**config.mk**
```make
export PLATFORM = sky130hd
export DESIGN_NAME = fp8_round_and_pack_unit_flat
export DESIGN_NICKNAME = d
export VERILOG_FILES = /design/src/hdl/fp8rp_pkg.sv /design/src/hdl/fp8rp_req_if.sv /design/src/hdl/fp8rp_res_if.sv /design/src/hdl/fp8_round_and_pack_unit.sv /design/src/flat_wrapper.sv
export SDC_FILE = /design/constraint.sdc
export NUM_CORES = 1
export LEC_CHECK = 0
export ABC_AREA = 1
export BUFFER_PORTS_ARGS = -buffer_cell sky130_fd_sc_hd__buf_2
export CORE_MARGIN = 3
export CORE_UTILIZATION = 40
export DETAILED_ROUTE_END_ITERATION = 12
export GPL_TIMING_DRIVEN = 0
export MAX_ROUTING_LAYER = met4
export PLACE_DENSITY_LB_ADDON = 0.1
export SLEW_MARGIN = 20
export SYNTH_ARGS = -nofsm -noshare
export SYNTH_HDL_FRONTEND = slang
export SYNTH_SLANG_ARGS = --single-unit
```
**constraint.sdc**
```tcl
create_clock -name clk_i -period 7.6 [get_ports clk_i]
set_clock_uncertainty 0.05 [all_clocks]
set_input_delay 1.52 -clock clk_i [delete_from_list [all_inputs] [get_ports clk_i]]
set_output_delay 1.52 -clock clk_i [all_outputs]
set_load 0.03 [all_outputs]
```
**src/hdl/fp8rp_pkg.sv**
```systemverilog
// ----------------------------------------------------------------------------
// fp8rp_pkg
// shared types and constants of the fp8 e4m3 round and pack unit
// ----------------------------------------------------------------------------
package fp8rp_pkg;

  // payload widths
  localparam int unsigned ExpWidth    = 8;
  localparam int unsigned SigWidth    = 7;
  localparam int unsigned PackedWidth = 8;

  // apb map: register i at byte address 4*i
  localparam int unsigned AddrWidth = 3;
  localparam int unsigned DataWidth = 32;
  localparam logic REG_IDX_MODE     = 1'b0;
  localparam logic REG_IDX_TININESS = 1'b1;

  // largest biased exponent that can still hold a finite result
  localparam logic signed [ExpWidth-1:0] EXP_MAX_FINITE = 8'sd13;
  // exponents below this flush the whole significand into the sticky bit
  localparam logic signed [ExpWidth-1:0] EXP_FULL_SHIFT = -8'sd7;
  localparam logic signed [ExpWidth-1:0] EXP_TINY_LIMIT = -8'sd1;

  localparam logic [2:0] INC_HALF = 3'h4;
  localparam logic [2:0] INC_FULL = 3'h7;
  localparam logic [2:0] RBITS_TIE = 3'h4;

  localparam logic [6:0] ENC_INF     = 7'h78;
  localparam logic [6:0] ENC_MAX_FIN = 7'h77;

  typedef enum logic [2:0] {
    RM_NEAR_EVEN   = 3'd0,
    RM_TO_ZERO     = 3'd1,
    RM_DOWN        = 3'd2,
    RM_UP          = 3'd3,
    RM_NEAR_MAXMAG = 3'd4,
    RM_ODD         = 3'd5
  } rnd_mode_e;

endpackage

```
**src/hdl/fp8rp_req_if.sv**
```systemverilog
// ----------------------------------------------------------------------------
// fp8rp_req_if
// request channel: sign, biased exponent and significand to be rounded
// ----------------------------------------------------------------------------
interface fp8rp_req_if;
  logic                                      valid;
  logic                                      ready;
  logic                                      sign_in;
  logic signed [fp8rp_pkg::ExpWidth-1:0]     exponent_in;
  logic        [fp8rp_pkg::SigWidth-1:0]     significand_in;

  modport source (output valid, sign_in, exponent_in, significand_in, input ready);
  modport sink   (input valid, sign_in, exponent_in, significand_in, output ready);
endinterface

```
**src/hdl/fp8rp_res_if.sv**
```systemverilog
// ----------------------------------------------------------------------------
// fp8rp_res_if
// result channel: packed fp8 value and its exception flags
// ----------------------------------------------------------------------------
interface fp8rp_res_if;
  logic                                  valid;
  logic                                  ready;
  logic [fp8rp_pkg::PackedWidth-1:0]     packed_result;
  logic                                  inexact_flag;
  logic                                  underflow_flag;
  logic                                  overflow_flag;

  modport source (output valid, packed_result, inexact_flag, underflow_flag,
                  overflow_flag, input ready);
  modport sink   (input valid, packed_result, inexact_flag, underflow_flag,
                  overflow_flag, output ready);
endinterface

```
**src/hdl/fp8_round_and_pack_unit.sv**
```systemverilog
// ----------------------------------------------------------------------------
// fp8_round_and_pack_unit
// rounds sign, exponent and guarded significand to fp8 e4m3 and packs it
// ----------------------------------------------------------------------------
// A request is taken into an input register, rounded by one short
// combinational pass and written into the result register, which presents it
// on res_o. One request can be accepted every cycle while the result side
// is not stalled: the input register loads whenever it is empty or the
// result register moves on, and req_i.ready goes low only when both hold a
// request and res_o.ready is low. The rounding mode and tininess mode are
// written through the apb port (mode at 0x0, tininess at 0x4) and must only
// change while the unit is empty. Every result carries its own inexact,
// underflow and overflow flags; accumulating them is up to the user.
module fp8_round_and_pack_unit (
  input  logic                                 clk_i,
  input  logic                                 rst_ni,
  fp8rp_req_if.sink                            req_i,
  fp8rp_res_if.source                          res_o,
  input  logic                                 psel,
  input  logic                                 penable,
  input  logic                                 pwrite,
  input  logic [fp8rp_pkg::AddrWidth-1:0]      paddr,
  input  logic [fp8rp_pkg::DataWidth-1:0]      pwdata,
  output logic [fp8rp_pkg::DataWidth-1:0]      prdata,
  output logic                                 pready
);

  // configuration registers
  fp8rp_pkg::rnd_mode_e mode_q;
  logic                 tbr_q;
  logic                 cfg_wr;

  assign pready = 1'b1;
  assign cfg_wr = psel & penable & pwrite & pready;

  // only bit 2 of the address selects a register
  always_ff @(posedge clk_i or negedge rst_ni) begin
    if (!rst_ni) begin
      mode_q <= fp8rp_pkg::RM_NEAR_EVEN;
      tbr_q  <= 1'b0;
    end else if (cfg_wr) begin
      unique case (paddr[2])
        fp8rp_pkg::REG_IDX_MODE:     mode_q <= fp8rp_pkg::rnd_mode_e'(pwdata[2:0]);
        fp8rp_pkg::REG_IDX_TININESS: tbr_q  <= pwdata[0];
        default: ;
      endcase
    end
  end

  always_comb begin
    unique case (paddr[2])
      fp8rp_pkg::REG_IDX_MODE:     prdata = {29'b0, mode_q};
      fp8rp_pkg::REG_IDX_TININESS: prdata = {31'b0, tbr_q};
      default:                     prdata = '0;
    endcase
  end

  // pipeline control: the input stage also loads whenever it is empty
  logic s1_v_q, s2_v_q;
  logic s2_en, s1_en;

  assign s2_en       = ~s2_v_q | res_o.ready;
  assign s1_en       = ~s1_v_q | s2_en;
  assign req_i.ready = s1_en;

  // input register
  logic                                  s1_sign_q;
  logic signed [fp8rp_pkg::ExpWidth-1:0] s1_exp_q;
  logic [fp8rp_pkg::SigWidth-1:0]        s1_sig_q;

  always_ff @(posedge clk_i or negedge rst_ni) begin
    if (!rst_ni) begin
      s1_v_q <= 1'b0;
    end else if (s1_en) begin
      s1_v_q <= req_i.valid;
    end
  end

  always_ff @(posedge clk_i) begin
    if (s1_en && req_i.valid) begin
      s1_sign_q <= req_i.sign_in;
      s1_exp_q  <= req_i.exponent_in;
      s1_sig_q  <= req_i.significand_in;
    end
  end

  // rounding increment added below the kept bits
  logic [2:0] inc;
  always_comb begin
    unique case (mode_q)
      fp8rp_pkg::RM_NEAR_EVEN,
      fp8rp_pkg::RM_NEAR_MAXMAG: inc = fp8rp_pkg::INC_HALF;
      fp8rp_pkg::RM_DOWN:        inc = s1_sign_q ? fp8rp_pkg::INC_FULL : 3'h0;
      fp8rp_pkg::RM_UP:          inc = s1_sign_q ? 3'h0 : fp8rp_pkg::INC_FULL;
      default:                   inc = 3'h0;  // toward zero, odd, unused codes
    endcase
  end

  logic        exp_neg;
  logic        full_shift;
  logic [2:0]  shamt;
  logic [13:0] shifted;
  logic [6:0]  sig_tiny;
  logic [6:0]  sig_eff;
  logic [3:0]  exp_eff;
  logic [7:0]  sum_orig;
  logic [7:0]  sum_eff;
  logic        tiny;
  logic        ovf;
  logic [2:0]  rbits;
  logic        rnd_any;
  logic [4:0]  rsig;
  logic [3:0]  exp_pack;
  logic [8:0]  packed_sum;
  logic [7:0]  packed_d;
  logic        inexact_d, underflow_d;

  always_comb begin
    exp_neg    = s1_exp_q[fp8rp_pkg::ExpWidth-1];
    full_shift = s1_exp_q < fp8rp_pkg::EXP_FULL_SHIFT;
    shamt      = 3'(-s1_exp_q);
    sum_orig   = {1'b0, s1_sig_q} + {5'b0, inc};

    // sticky right shift for tiny values
    shifted  = {s1_sig_q, 7'b0} >> shamt;
    sig_tiny = full_shift ? {6'b0, |s1_sig_q}
                          : (shifted[13:7] | {6'b0, |shifted[6:0]});
    sig_eff  = exp_neg ? sig_tiny : s1_sig_q;
    exp_eff  = exp_neg ? 4'h0 : s1_exp_q[3:0];

    // tininess uses the unshifted significand
    tiny = tbr_q || (s1_exp_q < fp8rp_pkg::EXP_TINY_LIMIT) || !sum_orig[7];
    ovf  = !exp_neg && ((s1_exp_q > fp8rp_pkg::EXP_MAX_FINITE) ||
                        ((s1_exp_q == fp8rp_pkg::EXP_MAX_FINITE) && sum_orig[7]));

    rbits   = sig_eff[2:0];
    rnd_any = |rbits;
    sum_eff = {1'b0, sig_eff} + {5'b0, inc};
    rsig    = sum_eff[7:3];
    exp_pack = exp_eff;

    if (rnd_any && (mode_q == fp8rp_pkg::RM_ODD)) begin
      rsig[0] = 1'b1;
    end else begin
      // exact tie goes to even
      if ((mode_q == fp8rp_pkg::RM_NEAR_EVEN) && (rbits == fp8rp_pkg::RBITS_TIE)) begin
        rsig[0] = 1'b0;
      end
      if (rsig == 5'h0) begin
        exp_pack = 4'h0;
      end
    end

    // hidden bit carries into the exponent field by addition
    packed_sum = {1'b0, s1_sign_q, 7'b0} + {2'b0, exp_pack, 3'b0} + {4'b0, rsig};

    if (ovf) begin
      packed_d    = {s1_sign_q, (inc == 3'h0) ? fp8rp_pkg::ENC_MAX_FIN : fp8rp_pkg::ENC_INF};
      inexact_d   = 1'b1;
      underflow_d = 1'b0;
    end else begin
      packed_d    = packed_sum[7:0];
      inexact_d   = rnd_any;
      underflow_d = exp_neg && tiny && rnd_any;
    end
  end

  // result register
  logic [7:0] res_packed_q;
  logic       res_inexact_q, res_underflow_q, res_overflow_q;

  always_ff @(posedge clk_i or negedge rst_ni) begin
    if (!rst_ni) begin
      s2_v_q <= 1'b0;
    end else if (s2_en) begin
      s2_v_q <= s1_v_q;
    end
  end

  always_ff @(posedge clk_i) begin
    if (s2_en && s1_v_q) begin
      res_packed_q    <= packed_d;
      res_inexact_q   <= inexact_d;
      res_underflow_q <= underflow_d;
      res_overflow_q  <= ovf;
    end
  end

  assign res_o.valid          = s2_v_q;
  assign res_o.packed_result  = res_packed_q;
  assign res_o.inexact_flag   = res_inexact_q;
  assign res_o.underflow_flag = res_underflow_q;
  assign res_o.overflow_flag  = res_overflow_q;

  // overflow and underflow always come with inexact
  assert property (@(posedge clk_i) disable iff (!rst_ni)
    s2_v_q && (res_overflow_q || res_underflow_q) |-> res_inexact_q)
    else $error("overflow or underflow without inexact");

  // overflow never sets underflow and packs infinity or the largest finite value
  assert property (@(posedge clk_i) disable iff (!rst_ni)
    s2_v_q && res_overflow_q |-> !res_underflow_q &&
      ((res_packed_q[6:0] == fp8rp_pkg::ENC_INF) ||
       (res_packed_q[6:0] == fp8rp_pkg::ENC_MAX_FIN)))
    else $error("bad overflow encoding");

  // an underflowing result is subnormal or rounded up to the smallest normal
  assert property (@(posedge clk_i) disable iff (!rst_ni)
    s2_v_q && res_underflow_q |-> (res_packed_q[6:4] == 3'b000))
    else $error("underflow with large exponent");

  // a request in the input stage reaches the result register when it advances
  assert property (@(posedge clk_i) disable iff (!rst_ni)
    s1_v_q && s2_en |=> s2_v_q)
    else $error("request lost between stages");

  // a result that waits keeps the input side from overwriting a held request
  assert property (@(posedge clk_i) disable iff (!rst_ni)
    s1_v_q && s2_v_q && !res_o.ready |-> !req_i.ready)
    else $error("ready high while both stages stalled");

endmodule
```
**src/flat_wrapper.sv**
```systemverilog
// flat-port wrapper written by rule: the top's interface ports become plain ports
module fp8_round_and_pack_unit_flat 
  (clk_i, rst_ni, psel, penable, pwrite, paddr, pwdata, prdata, pready, req_i_valid, req_i_sign_in, req_i_exponent_in, req_i_significand_in, req_i_ready, res_o_valid, res_o_packed_result, res_o_inexact_flag, res_o_underflow_flag, res_o_overflow_flag, res_o_ready);
  fp8rp_req_if req_i_i ();
  fp8rp_res_if res_o_i ();
  input  logic clk_i;
  input  logic rst_ni;
  input  logic psel;
  input  logic penable;
  input  logic pwrite;
  input  logic [fp8rp_pkg::AddrWidth-1:0] paddr;
  input  logic [fp8rp_pkg::DataWidth-1:0] pwdata;
  output logic [fp8rp_pkg::DataWidth-1:0] prdata;
  output logic pready;
  input wire logic [$bits(req_i_i.valid)-1:0] req_i_valid;
  input wire logic [$bits(req_i_i.sign_in)-1:0] req_i_sign_in;
  input wire logic [$bits(req_i_i.exponent_in)-1:0] req_i_exponent_in;
  input wire logic [$bits(req_i_i.significand_in)-1:0] req_i_significand_in;
  output wire logic [$bits(req_i_i.ready)-1:0] req_i_ready;
  output wire logic [$bits(res_o_i.valid)-1:0] res_o_valid;
  output wire logic [$bits(res_o_i.packed_result)-1:0] res_o_packed_result;
  output wire logic [$bits(res_o_i.inexact_flag)-1:0] res_o_inexact_flag;
  output wire logic [$bits(res_o_i.underflow_flag)-1:0] res_o_underflow_flag;
  output wire logic [$bits(res_o_i.overflow_flag)-1:0] res_o_overflow_flag;
  input wire logic [$bits(res_o_i.ready)-1:0] res_o_ready;
  assign req_i_i.valid = req_i_valid;
  assign req_i_i.sign_in = req_i_sign_in;
  assign req_i_i.exponent_in = req_i_exponent_in;
  assign req_i_i.significand_in = req_i_significand_in;
  assign req_i_ready = req_i_i.ready;
  assign res_o_valid = res_o_i.valid;
  assign res_o_packed_result = res_o_i.packed_result;
  assign res_o_inexact_flag = res_o_i.inexact_flag;
  assign res_o_underflow_flag = res_o_i.underflow_flag;
  assign res_o_overflow_flag = res_o_i.overflow_flag;
  assign res_o_i.ready = res_o_ready;
  fp8_round_and_pack_unit u_core (.clk_i(clk_i), .rst_ni(rst_ni), .req_i(req_i_i), .res_o(res_o_i), .psel(psel), .penable(penable), .pwrite(pwrite), .paddr(paddr), .pwdata(pwdata), .prdata(prdata), .pready(pready));
endmodule
```
Word level (Yosys, flattened, before mapping)
Index checks and enable logic that the tools add are counted.
{ "classes": {"n_reduce_logical": 22, "n_shift": 1, "n_lt_le_gt_ge": 3, "eq_ne": 6, "addsub": 5, "bitwise": 8, "muxes": 14} }
{ "ops": {"columns": ["op", "count"], "rows": [
  ["case mux 32 bit (2 select lines)", 1],
  ["adder 7 x 3 -> 8 bit", 2],
  ["two-way mux 4 bit", 4],
  ["two-way mux 7 bit", 2],
  ["OR reduction 7 bit", 2],
  ["right shift 14 x 3 -> 14 bit", 1],
  ["== test 3 bit (second input constant)", 3],
  ["case mux 3 bit (3 select lines)", 1],
  ["adder 8 x 5 -> 8 bit", 1],
  ["adder 8 x 7 -> 8 bit", 1],
  ["== test 8 x 5 -> 1 bit (second input constant)", 1],
  ["greater-than comparator 8 x 5 -> 1 bit (second input constant)", 1],
  ["logical AND 1 bit", 8],
  ["less-than comparator 8 x 1 -> 1 bit (second input constant)", 1],
  ["less-than comparator 8 x 4 -> 1 bit (second input constant)", 1],
  ["two-way mux 8 bit", 1],
  ["bitwise OR 7 x 1 -> 7 bit", 1],
  ["== test 3 x 2 -> 1 bit (second input constant)", 2],
  ["zero test 3 bit", 2],
  ["two-way mux 3 bit", 2],
  ["zero test 5 bit", 1],
  ["AND reduction 2 bit", 2],
  ["logical OR 1 bit", 3],
  ["two-way mux 1 bit", 3],
  ["7 further kinds", 12]
]} }
{ "totals": {"word_cells": 70, "ff_bits": 33, "out_inout_bits": 46, "input_bits": 58} }

Depth between registers and ports, before layout
Gate-level depths: netlist of run 1.
{ "depth": {"word_depth": 16, "mapped_depth": 28, "depth_no_buf": 28} }

Least setup slack after synthesis of run 1
Ideal clock, no wire load.
{ "synth_timing": {"path_type": "input to output", "start": "input paddr[2] in the netlist's numbering", "end": "output prdata[0] in the netlist's numbering", "n_path_buf": 0, "stages": 1, "path_slack_ps": 3820, "t_required_ps": 6030, "arrival_ps": 2210, "cell_sequence": "o21ai_0"} }
{ "synth_via": {"elab_chain_cells": 2} }
{ "synth_rtl": {"columns": ["element", "line", "text"], "rows": [
  ["start: declaration", "flat_wrapper.sv:11", "input logic [fp8rp_pkg::AddrWidth-1:0] paddr;"],
  ["NOT 1 bit (no source line)", null, null],
  ["case mux 32 bit (2 select lines) *", "fp8_round_and_pack_unit.sv:51", "unique case (paddr[2])"],
  ["end: declaration", "flat_wrapper.sv:13", "output logic [fp8rp_pkg::DataWidth-1:0] prdata;"]
]} }
Every way passes the cells marked *; elsewhere a longest branch is shown, timed or not. The select of a mux whose other input is x is not followed.

Final worst setup path of run 1
{ "layout_timing": {"start": "register u_core.s1_exp_q[0] in the netlist's numbering", "end": "register u_core.res_packed_q[7], in the netlist u_core.res_o.packed_result[7] (data pin)"} }
{ "layout_via": {"elab_chain_cells": 16, "word_cells_on_any_way": 27, "classes_between": "add/sub (4); order compare (2); eq/ne (2); shift (1); mux (9); bitwise (1); reduce/logical (8)"} }
{ "layout_rtl": {"columns": ["element", "line", "text"], "rows": [
  ["start: declaration", "fp8_round_and_pack_unit.sv:68", "logic signed [fp8rp_pkg::ExpWidth-1:0] s1_exp_q;"],
  ["start signal: assignment", "fp8_round_and_pack_unit.sv:82", "s1_exp_q <= req_i.exponent_in;"],
  ["branches (longest 15 deep; another with adder 7 x 3 -> 8 bit)", null, null],
  ["two-way mux 8 bit *", "fp8_round_and_pack_unit.sv:157", "if (ovf) begin"],
  ["net u_core.packed_d[7]", "fp8_round_and_pack_unit.sv:115", "logic [7:0] packed_d;"],
  ["end signal: assignment", "fp8_round_and_pack_unit.sv:182", "res_packed_q <= packed_d;"],
  ["end: declaration", "fp8_round_and_pack_unit.sv:169", "logic [7:0] res_packed_q;"]
]} }
Mark *: on every way through the listed nets, which the timed path passes. The select of a mux whose other input is x is not followed.
A chain may end at the register's enable or synchronous reset.

==> results.md, run 1 <==
CTS:
- The root buffer cell is clkbuf_8.
- The tree built by TritonCTS fans out to 33 sinks.
- The number of CTS-inserted buffers is 5.
- The clock slew seen by the registers of the worst setup and hold paths is 0.07 ns.
- TritonCTS built the clock tree.
- Buffers added to address setup during post-CTS repair amount to 0.
- In this run the number of H-tree levels came out at 2.
- The quantity of gates resized following cts is 0.
- The later pin in the worst-skew pair is clocked with a latency of 0.27 ns.
- The number of hold buffers added after CTS was 0.
- The maximum buffer depth of the clock tree is 2.

Setup path:
- Of all nets on the critical path, the largest fanout is 9.
- The path depth of the worst reg2reg path is 23.
- The worst path arrival time is ~4.3 ns.
- The critical path endpoint category is a flop.
- The start-to-end type of the worst setup path is flop to flop.
- The register-to-register setup slack is ~3.3 ns.
- Data on the critical path is required at its endpoint by 7.58 ns.
- The startpoint type of the worst setup path is a flop.

GRT:
- The global-route wire length before repair is around 7300 um.
- The number of antenna violations at the first check in global routing is 0.
- The via count of the first global-routing pass came to ~1600.
- The global-route congestion overflow total is 0.
- The overall track demand over capacity in global routing is 0.1455.
- The pin count of the biggest net entering global routing is 17.

Route:
- The first routing iteration left between 50 and 60 violations.
- The number of DRC violations after detailed routing is 0.
- The final route contains 1870 vias.
- Wire segments on met2 add up to a little over 2000 um in the final route.
- Summed over all nets, wire length on met3 after detailed routing comes to around 280 um.
- Dividing the detail-routed via count by the number of cells gives between 4 and 5.
- The routed metal-1 wire length is 1957 um.
- Dividing the detail-routed wire length by the instance count gives ~10 um.
- Once detail routing completed, the nets flagged for antenna violations numbered 0.
- The highest metal layer with signal wires is met4.
- The routed wire length is 4332 um.
- The pre-antenna-repair detailed-routing pass consisted of 4 iterations.

STA:
- The setup slack after layout is approximately 3.3 ns.
- Setup violations remaining at the end of the flow were counted as 0.
- The worst slew margin relative to its limit is 0.3680.
- Setup repair after global routing left no endpoint under its margin.
- The accumulated negative setup slack is 0 ns.
- The number of hold-slack violations in the final timing report is 0.
- The highest achievable clock rate is approximately 230 MHz.
- The number of pins exceeding their max-slew limit in the final report is 0.
- The part of the cycle the worst path needs is 0.5668.
- The actual transition at the worst max-transition pin is ~0.95 ns.
- The minimum period implied by the final worst setup slack is ~4.3 ns.

Pwr:
- Of the total power, the clock network draws 0.295.
- The net load switching power is approximately 0.18 mW.
- Summed over all cells, the static leakage comes to about 1.5 nW.
- The final total power is 0.5649 mW.
- The proportion of power drawn by flip-flops and latches is 0.413.
- The power density relative to cell area is ~200 nW/um2.
- The internal portion of total power is around 0.38 mW.
- The part of the total power dissipated in combinational logic is 0.293.
- VDD sags by at most 0.1321 mV.
- Of the total power, the share spent switching nets is 0.3250.

Yosys:
- The distinct cell type count of the synthesized netlist is 36.
- In the synthesized netlist, the number of instances is 274.
- During synthesis, Yosys emitted a total of 0 warnings.
- The sequential share of the synthesized area is 0.4181.
- The post-synthesis cell area is roughly 2300 um2.
- The mean area per synthesized cell is between 8 and 9 um2.
- The synthesized design contains 33 register bits.

Die:
- The count of pins on the block boundary is approximately 100.
- The die is just over 80 um wide.
- The placeable core area is roughly 5300 um2.
- The initial cell density of the core is 0.4308.
- The die area is 6692 um2.
- The number of rows created at floorplan is 26.
- The die is 81.81 um tall.

Place:
- The estimated wirelength of the detail-placed design is 3529 um.
- The post-place instance area is between 2000 and 3000 um2.
- The count of port buffers added during placement is 42.
- The final weighted congestion of routability-driven global placement is around 0.83.
- The worst setup slack after placement is around 3.3 ns.

Cells and area:
- The net count of the finished layout is 420.
- Once layout is done, the placed cells without fillers occupy roughly 2800 um2.
- The number of antenna diodes is 0.
- The synthesis-to-layout area growth is 22.59%.
- The fraction of layout cells with a size suffix above 1 is 0.3011.

Status:
- The flow ran to the end, and the final reports show no timing, DRC or antenna violations.

Flow run:
- Max-cap violations in this run came to 0.

Min path:
- The count of cells along the worst hold path is 2.
- The path type of the worst min-delay path is flop to flop.
[cells by family after synthesis]
group                    share of synthesized area
AO/OA/AOI/OAI                              0.06750
buffers and inverters                       0.1698
AND/OR/NAND/NOR                             0.2744
flip-flops                                  0.4181
XOR/XNOR                                  0.003811
other                                     0.003267
adder cells (fa/ha/maj)                    0.06315
[path summary, 6_finish.rpt]
path                                                 end               start
max                        u_core.res_o.packed_result[7]  u_core.s1_exp_q[0]
min                                   u_core.res_o.valid       u_core.s1_v_q
max reg2reg                u_core.res_o.packed_result[7]  u_core.s1_exp_q[0]
min reg2reg                           u_core.res_o.valid       u_core.s1_v_q
max in group asynchronous               u_core.mode_q[1]              rst_ni
min in group asynchronous                  u_core.s1_v_q              rst_ni
[worst max-delay path, stage by stage (launching register included)]
cell and delay [ns]:
edfxtp_1 0.55, inv_2 0.17, ha_1 0.43, inv_1 0.17
nand3_1 0.10, nand2_1 0.08, nand2_1 0.06, o211ai_1 0.14
nand2_1 0.12, ha_1 0.31, a21oi_1 0.21, nand2_2 0.08
nand2_2 0.09, nand3_2 0.09, nand2_2 0.10, nor2_4 0.05
nor3_1 0.16, ha_1 0.20, inv_1 0.05, fa_1 0.41
nor2_1 0.12, nand3_1 0.10, o21ai_0 0.16, nand2_1 0.07
[routing by layer]
metal,vias to the layer above,GRT usage
met5,-,-
met4,0,0.03987
met3,2,0.02961
met2,54,0.2359
met1,809,0.1852
li1,1005,-
[final cells by class]
| class | count | area [um2] |
|---|---|---|
| Inverter | 39 | 148.9 |
| Buffer | 32 | 241.5 |
| Tap cell | 70 | 87.58 |
| Fill cell | 513 | 2517 |
| Clock buffer | 7 | 86.33 |
| Multi-Input combinational cell | 198 | 1052 |
| Clock inverter | 1 | 30.03 |
| Timing Repair Buffer | 42 | 210.2 |
| Sequential cell | 33 | 960.9 |
[flip-flops by register name, indices dropped and copies added, names as in the netlist]
signal,flops
u_core.res_o.overflow_flag,1
u_core.s1_sig_q,7
u_core.tbr_q,1
u_core.res_o.underflow_flag,1
u_core.s1_sign_q,1
u_core.mode_q,3
u_core.res_o.packed_result,8
u_core.s1_exp_q,8
u_core.res_o.valid,1
u_core.res_o.inexact_flag,1
u_core.s1_v_q,1
[power by group through the flow]
stage	combinational [mW]	clock [mW]	sequential, mW
after global routing	0.188	0.180	0.235
after CTS	0.166	0.171	0.233
after floorplan	0.116	0	0.250
final	0.165	0.166	0.233
after detailed placement	0.165	0	0.237
after global placement	0.164	0	0.237
[layout by cell type (no fill, tap or decap), types with 10 or more instances in the layout]
| cell | n |
|---|---|
| buf_4 | 30 |
| inv_1 | 35 |
| nor2_1 | 20 |
| ha_1 | 10 |
| buf_2 | 43 |
| a21oi_1 | 10 |
| edfxtp_1 | 27 |
| nand2_1 | 54 |
| nand3_1 | 22 |
| conb_1 | 30 |
[stage by stage]
step	cells	utilization	hold WS, ns
floorplan	302	-	0.3971
global placement	414	0.5063	0.4139
detailed placement	414	0.5063	0.4108
CTS	422	0.5281	0.4340
global route	422	0.5281	0.4723
finish	422	0.5281	0.4276
[synthesized netlist by cell type (all sizes together)]
library cell | number | share of area
nor2 | 26 | 0.051
o2111ai | 1 | 0.0038
nand4 | 6 | 0.016
and3 | 1 | 0.0027
dfrtp | 6 | 0.065
nand2 | 61 | 0.11
fa | 1 | 0.0087
edfxtp | 27 | 0.35
nand3 | 25 | 0.061
o311ai | 1 | 0.0038
nor3 | 7 | 0.022
xnor2 | 1 | 0.0038
a31oi | 2 | 0.0054
buf | 32 | 0.11
nor4 | 1 | 0.0054
conb | 2 | 0.0033
a21boi | 1 | 0.0033
o211ai | 2 | 0.0065
a21oi | 10 | 0.022
inv | 39 | 0.065
a22oi | 3 | 0.0098
and2 | 1 | 0.0027
o21ai | 6 | 0.013
or2 | 2 | 0.0054
ha | 10 | 0.054
No activity file was read; power rests on OpenSTA's default activity.
==> run 2, diff against run 1 <==
==> constraint.sdc (replaced) <==
create_clock -name clk_i -period 3.79 [get_ports clk_i]
set_clock_uncertainty 0.05 [all_clocks]
set_input_delay 0.758 -clock clk_i [delete_from_list [all_inputs] [get_ports clk_i]]
set_output_delay 0.758 -clock clk_i [all_outputs]
set_load 0.03 [all_outputs]
==> run 2 against run 1 <==
  * The flow now finishes with violations (setup timing)
  * Critical path depth rose by 1
  * Final cell count up 4.3%
  * Hold slack got worse by 0.19 ns
  * Sequential share of layout area decreased by 2.8 points
  * Combinational power increased by 130%
  * Total power rose by 110%
  * Global-route usage is 1.2 points higher
  * First-iteration DRC count grew 32%
  * Die area did not move
  * Via count is 6.1% higher
  * Wire length up 15%
==> results.md, run 2 (synthesis results as in run 1) <==
Die:
- The initial cell density of the core is 0.4308 (unchanged).
- The placeable core area is 5335 um2 (unchanged).
- The count of pins on the block boundary came to 104 (unchanged).
- The die area is 6692 um2 (unchanged).
- The x dimension of the die is 81.81 um (unchanged).
- The overall die height came to 81.81 um (unchanged).
- The number of rows created at floorplan is 26 (unchanged).

CTS:
- The number of CTS-inserted buffers is 5 (unchanged).
- The tree is rooted in a clkbuf_8.
- The maximum buffer depth of the clock tree is 2 (unchanged).
- The clock network latency to the later pin of the worst-skew pair is 0.27 ns (about the same).
- The clock slew seen by the registers of the worst setup and hold paths came to 0.07 ns (about the same).
- The maximum level of the CTS H-tree is 2 (unchanged).
- The count of hold buffers inserted by post-cts repair came to 0 (unchanged).
- TritonCTS built the clock tree.
- The number of sinks on the clock net is 33 (unchanged).

Place:
- The estimated wirelength of the detail-placed design was 3529 um (unchanged).
- The post-place instance area is 2701 um2 (unchanged).
- The final weighted congestion of routability-driven global placement is 0.8322 (unchanged).
- The worst setup slack after placement came to -0.5026 ns (-3.810 ns).
- The count of port buffers added during placement is 42 (unchanged).

Pwr:
- The reported leakage power is 1.560 nW (+7.6%).
- The switching share of power came to 0.3305 (+0.005559).
- The power density relative to cell area is 386.3 nW/um2 (+93%).
- The internal portion of total power is 0.7935 mW (+110%).
- The share of power burned in the clock network came to 0.282 (-0.013).
- The net load switching power is 0.3918 mW (+110%).
- The proportion of power drawn by flip-flops and latches is 0.394 (-0.019).
- The worst IR drop on VDD is 0.2663 mV (+100%).
- The part of the total power dissipated in combinational logic was 0.324 (+0.031).

Setup path:
- The critical path buffer and inverter count came to 5 (+2).
- By startpoint and endpoint, the worst setup path is classified as flop to flop.
- The worst setup path is captured at a flop.
- The critical path goes through inv_4, ha_4, xnor2_2, inv_1, o211ai_1, nand2_1, ha_4, nand2_2, inv_2, nand3_2, nand2_2, nand2_4, nor2_1, inv_1, nor2_2, nor2_1, nor2_1, ha_2, inv_2, fa_2, nor2_2, nand3_1, o21ai_1, nand2_1.
- By instance count, the cell type seen most on the critical path is nor2_1.
- The largest individual stage delay along the critical path comes from the cell edfxtp_1.
- The largest driver fanout on the critical path is 4 (-5).
- The maximum cell stage delay along the critical path came to 0.41 ns (-0.14 ns).
- The worst path arrival time came to 3.82 ns (-0.47 ns).
- The worst setup path is launched from a flop.
- The gate family responsible for the most delay along the worst path is simple AND/OR/NAND/NOR gates.
- The critical path required time is 3.77 ns (-3.81 ns).

GRT:
- The via count of the first global-routing pass came to 1732 (+6.8%).
- The number of antenna violations at the first check in global routing is 0 (unchanged).
- The pin count of the biggest net entering global routing is 17 (unchanged).
- The overall track demand over capacity in global routing is 0.1570 (+0.01151).
- The global-route congestion overflow total is 0 (unchanged).
- The global-route wire length before repair came to 7755 um (+7.0%).

Cells and area:
- The net count of the finished layout is 438 (+4.3%).
- Leaving out fill and tap cells, the most frequent cell in the layout is nand2_1.
- The post-layout instance area was 3068 um2 (+8.9%).
- The end-of-flow core utilization was 0.5750 (+0.04690).
- The synthesis-to-layout area growth is 33.48%.
- The library cells used most frequently in the layout, excluding fill and tap cells, are nand2_1 (52), buf_4 (48), buf_2 (43), inv_1 (31), conb_1 (30).
- The fraction of layout cells with a size suffix above 1 is 0.3892 (+0.08805).
- The number of antenna diodes is 0 (unchanged).

STA:
- The setup slack after layout was -0.04101 ns (-3.334 ns).
- The minimum period implied by the final worst setup slack is 3.831 ns (-0.4764 ns).
- The highest achievable clock rate is 261.0 MHz (+12%).
- Setup repair after global routing could not meet its margin everywhere.
- The number of setup violations in the final report is 1 (+1).
- The worst slew margin relative to its limit is 0.3691 (+0.001095).
- The actual transition at the worst max-transition pin is 0.9464 ns (-0.001643 ns).
- The part of the cycle the worst path needs is 1.011 (+0.4441).
- The accumulated negative setup slack came to -0.04101 ns (-0.04101 ns).
- The final hold slack is 0.2410 ns (-0.1866 ns).
- The number of pins exceeding their max-slew limit in the final report came to 0 (unchanged).
- The number of hold-slack violations in the final timing report is 0 (unchanged).

Status:
- The checks that failed: setup timing.
- The flow ran to the end, but the final reports show violations.

Route:
- The number of iterations in the first detailed-routing pass came to 4 (unchanged).
- The routed wire length was 4965 um (+15%).
- The count of routing violations after the opening detailed-route iteration is 78 (+32%).
- The number of DRC violations after detailed routing was 0 (unchanged).
- The post-route antenna net violation count was 0 (unchanged).
- The final routed wire length divided by cell count is 11.28 um (+9.9%).
- The via count normalized by instance count is 4.511 (+1.8%).
- The via total after detailed routing is 1985 (+6.1%).

Min path:
- The path type of the worst min-delay path is input pin to asynchronous set/reset pin.

Flow run:
- The count of maximum capacitance violations was 0 (unchanged).
run 2: cell count changes in the layout (fill, tap and decap cells not counted), moves of 2 or more:
| cell | before | now |
|---|---|---|
| ha_4 | 0 | 3 |
| a21oi_4 | 0 | 2 |
| nand2_1 | 54 | 52 |
| nand3_2 | 3 | 6 |
| inv_1 | 35 | 31 |
| a21oi_1 | 10 | 8 |
| ha_1 | 10 | 6 |
| buf_4 | 30 | 48 |
| nand3_1 | 22 | 19 |
| inv_2 | 3 | 5 |
| inv_4 | 1 | 3 |
run 2: power groups by stage:
stage / Combinational (mW) / Sequential (mW) / Clock, mW
5_1_grt: 0.428 / 0.471 / 0.361
2_1_floorplan: 0.232 / 0.501 / 0
4_1_cts: 0.356 / 0.467 / 0.344
3_5_place_dp: 0.332 / 0.475 / 0
3_3_place_gp: 0.329 / 0.475 / 0
6_report: 0.384 / 0.467 / 0.334
run 2: layout make-up:
| class | count | area [um2] |
|---|---|---|
| Fill cell | 487 | 2267 |
| Multi-Input combinational cell | 198 | 1162 |
| Sequential cell | 33 | 960.9 |
| Timing Repair Buffer | 60 | 345.3 |
| Buffer | 32 | 241.5 |
| Inverter | 39 | 153.9 |
| Tap cell | 70 | 87.58 |
| Clock buffer | 7 | 86.33 |
| Clock inverter | 1 | 30.03 |
run 2: repair_timing:
item                                    in CTS  in global routing
gates cloned                                 0                  0
buffers inserted                            10                  8
gates resized for setup                     10                 18
endpoints found under the setup margin       4                  4
pin swaps                                    3                 18
run 2: final timing paths:
path / slack, ns / cells past startpoint / startpoint / end
max: -0.04 / 24 / u_core.s1_exp_q[0] / u_core.res_o.packed_result[7]
min: 0.24 / 1 / rst_ni / u_core.s1_v_q
max reg2reg: -0.04 / 24 / u_core.s1_exp_q[0] / u_core.res_o.packed_result[7]
min reg2reg: 0.43 / 2 / u_core.s1_v_q / u_core.res_o.valid
max in group asynchronous: 3.30 / 1 / rst_ni / u_core.mode_q[1]
min in group clk_i: 0.43 / 2 / u_core.s1_v_q / u_core.res_o.valid
run 2: routing by layer:
layer,global-route usage,share of wire
met4,0.06312,0.013
met2,0.2561,0.49
met5,-,0
met1,0.1896,0.42
met3,0.03289,0.082
run 2: stage by stage:
stage	power, mW	cells
2_1_floorplan	0.7337	302
3_3_place_gp	0.8042	414
3_5_place_dp	0.8071	414
4_1_cts	1.167	432
5_1_grt	1.260	440
6_report	1.185	440
==> run 3, diff against run 2 <==
--- a/config.mk
+++ b/config.mk
@@ -8,7 +8,7 @@
 export ABC_AREA = 1
 export BUFFER_PORTS_ARGS = -buffer_cell sky130_fd_sc_hd__buf_2
 export CORE_MARGIN = 3
-export CORE_UTILIZATION = 40
+export CORE_UTILIZATION = 43
 export DETAILED_ROUTE_END_ITERATION = 12
 export GPL_TIMING_DRIVEN = 0
 export MAX_ROUTING_LAYER = met4
==> run 3 against run 2 <==
  * Via count down 2.7%
  * Combinational power decreased by 4%
  * Global-route usage is 0.46 points lower
  * Sequential cell count unchanged
  * The flow now finishes without violations
  * Final cell count fell by 2.5%
  * Worst setup slack gained 0.11 ns
  * Clock power fell by 24%
  * Register-to-register slack better by 0.11 ns
  * Count of clock-buffer cells in the layout down 2
  * Hold slack got worse by 0.0010 ns
  * Non-clock buffer count down 8
  * Critical path depth grew 2
==> results.md, run 3 (synthesis results as in run 1) <==
Status:
- The run finished with clean final reports.

Cells and area:
- The number of antenna diodes is 0 (unchanged).
- Leaving out fill and tap cells, the most frequent cells in the layout are nand2_1 (52), buf_2 (43), buf_4 (40), conb_1 (30), inv_1 (28).
- The fraction of layout cells with a size suffix above 1 is 0.3867 (-0.002449).
- The post-layout instance area is 2979 um2 (-2.9%).
- The net count of the finished layout is 430 (-1.8%).
- The synthesis-to-layout area growth is 29.61%.
- The commonest non-fill, non-tap cell in the layout is nand2_1.
- The final instance count without filler cells is 429 (-2.5%).

STA:
- The worst slew margin relative to its limit is 0.3847 (+0.01559).
- The minimum period implied by the final worst setup slack came to 3.717 ns (-0.1139 ns).
- The number of setup violations in the final report came to 0 (-1).
- The part of the cycle the worst path needs came to 0.9808 (-0.03006).
- The accumulated negative setup slack is 0 ns (+0.04101 ns).
- The actual transition at the worst max-transition pin came to 0.9230 ns (-0.02339 ns).
- The number of pins exceeding their max-slew limit in the final report is 0 (unchanged).
- The highest achievable clock rate is 269.0 MHz (+3.1%).
- Setup repair after global routing could not meet its margin everywhere.
- The number of hold-slack violations in the final timing report is 0 (unchanged).

Setup path:
- The worst setup path is launched from a flop.
- The worst path arrival time came to 3.70 ns (-0.12 ns).
- The start-to-end type of the worst setup path is flop to flop.
- The critical path endpoint category is a flop.
- The largest driver fanout on the critical path was 7 (+3).
- The critical path required time came to 3.78 ns (about the same).

Min path:
- The worst hold path belongs to the class input pin to asynchronous set/reset pin.

Pwr:
- The worst IR drop on VDD is 0.2984 mV (+12%).
- The reported leakage power is 1.496 nW (-4.1%).
- The final total power is 1.091 mW (-8.0%).
- The power density relative to cell area came to 366.2 nW/um2 (-5.2%).

CTS:
- The maximum buffer depth of the clock tree was 2 (unchanged).
- The maximum level of the CTS H-tree is 2 (unchanged).
- The number of sinks on the clock net is 33 (unchanged).
- The number of CTS-inserted buffers is 5 (unchanged).
- The clock network latency to the later pin of the worst-skew pair was 0.28 ns (about the same).
- The count of hold buffers inserted by post-cts repair is 0 (unchanged).
- TritonCTS built the clock tree.
- The root buffer cell is clkbuf_8.
- The clock slew seen by the registers of the worst setup and hold paths is 0.07 ns (about the same).

Route:
- The routed wire length is 4595 um (-7.5%).
- The count of routing violations after the opening detailed-route iteration came to 76 (-2.6%).
- The number of DRC violations after detailed routing is 0 (unchanged).
- The number of iterations in the first detailed-routing pass is 4 (unchanged).
- The final routed wire length divided by cell count came to 10.71 um (-5.1%).
- The via count normalized by instance count is 4.503 (-0.17%).
- The post-route antenna net violation count is 0 (unchanged).
- The via total after detailed routing came to 1932 (-2.7%).

GRT:
- The global-route congestion overflow total came to 0 (unchanged).
- The pin count of the biggest net entering global routing is 17 (unchanged).
- The number of antenna violations at the first check in global routing was 0 (unchanged).
- The overall track demand over capacity in global routing was 0.1524 (-0.004643).
- The global-route wire length before repair was 7389 um (-4.7%).
- The via count of the first global-routing pass was 1656 (-4.4%).

Flow run:
- The count of maximum capacitance violations was 0 (unchanged).

Die:
- The count of pins on the block boundary came to 104 (unchanged).
- The placeable core area is 4942 um2 (-7.4%).
- The die area is 6258 um2 (-6.5%).
- The initial cell density of the core is 0.4651 (+0.03425).
- The overall die height came to 79.11 um (-3.3%).
- The number of rows created at floorplan is 25 (-3.8%).
- The x dimension of the die is 79.11 um (-3.3%).

Place:
- The count of port buffers added during placement was 42 (unchanged).
- The estimated wirelength of the detail-placed design is 3525 um (-0.11%).
- The post-place instance area came to 2698 um2 (-0.14%).
- The final weighted congestion of routability-driven global placement is 0.8316 (about the same).
- The number of cells in the design after placement is 411 (-0.72%).
run 3: routing by layer:
metal,wire [um],global-route usage
met5,0,-
met2,2172,0.2365
met3,338,0.03288
met1,2004,0.2028
met4,79,0.04296
run 3: through the flow:
stage / utilization / setup WS, ns / hold WS [ns]
after global routing: 0.6028 / -0.2055 / 0.2370
after global placement: 0.5458 / -0.4963 / 0.4152
after CTS: 0.5724 / 0.002065 / 0.2365
after detailed placement: 0.5458 / -0.4852 / 0.4440
final: 0.6028 / 0.07291 / 0.2400
after floorplan: - / 0.02569 / 0.3971
run 3: layout make-up:
class	instances	area (um2)
flip-flops and latches	33	960.9
repair buffers	52	285.3
well taps	67	83.83
inverters	39	153.9
multi-input cells	198	1167
clock buffers	5	68.82
plain buffers	32	241.5
clock inverters	3	17.52
fillers	445	1963
run 3: timing repair:
action / in CTS / in global routing
setup endpoints to repair: 4 / 4
gates resized for setup: 7 / 23
pin swaps: 1 / 22
buffers inserted: 4 / 6
run 3: path summary, 6_finish.rpt:
kind                                    start                            end  slack [ns]  depth (start not counted)
max in group asynchronous              rst_ni                  u_core.s1_v_q        3.30                          1
hold / removal                         rst_ni               u_core.mode_q[2]        0.24                          1
setup / recovery           u_core.s1_exp_q[1]  u_core.res_o.packed_result[7]        0.07                         26
min in group clk_i              u_core.s1_v_q             u_core.res_o.valid        0.46                          2
hold reg to reg                 u_core.s1_v_q             u_core.res_o.valid        0.46                          2
setup reg to reg           u_core.s1_exp_q[1]  u_core.res_o.packed_result[7]        0.07                         26
run 3: worst max-delay path: stages (launching register included):
cell	delay, ns
edfxtp_1	0.40
inv_2	0.14
ha_4	0.25
inv_4	0.09
nand3_2	0.07
nand2_2	0.07
nand2_1	0.04
o211ai_1	0.09
nand2_1	0.15
ha_4	0.30
nand2_2	0.04
inv_2	0.04
nand3_2	0.07
nand2_2	0.13
nand2_4	0.06
nor2_1	0.08
inv_1	0.07
nor2_2	0.14
nor2_1	0.07
nor2_1	0.12
ha_2	0.20
inv_2	0.04
fa_2	0.37
nor2_2	0.10
nand3_2	0.07
o21ai_1	0.14
nand2_1	0.06
run 3: where the power goes:
group          switching [mW]  internal, mW  total, mW
combinational           0.240         0.131      0.370
clock                   0.127         0.127      0.253
sequential             0.0263         0.441      0.468
total                   0.392         0.698       1.09
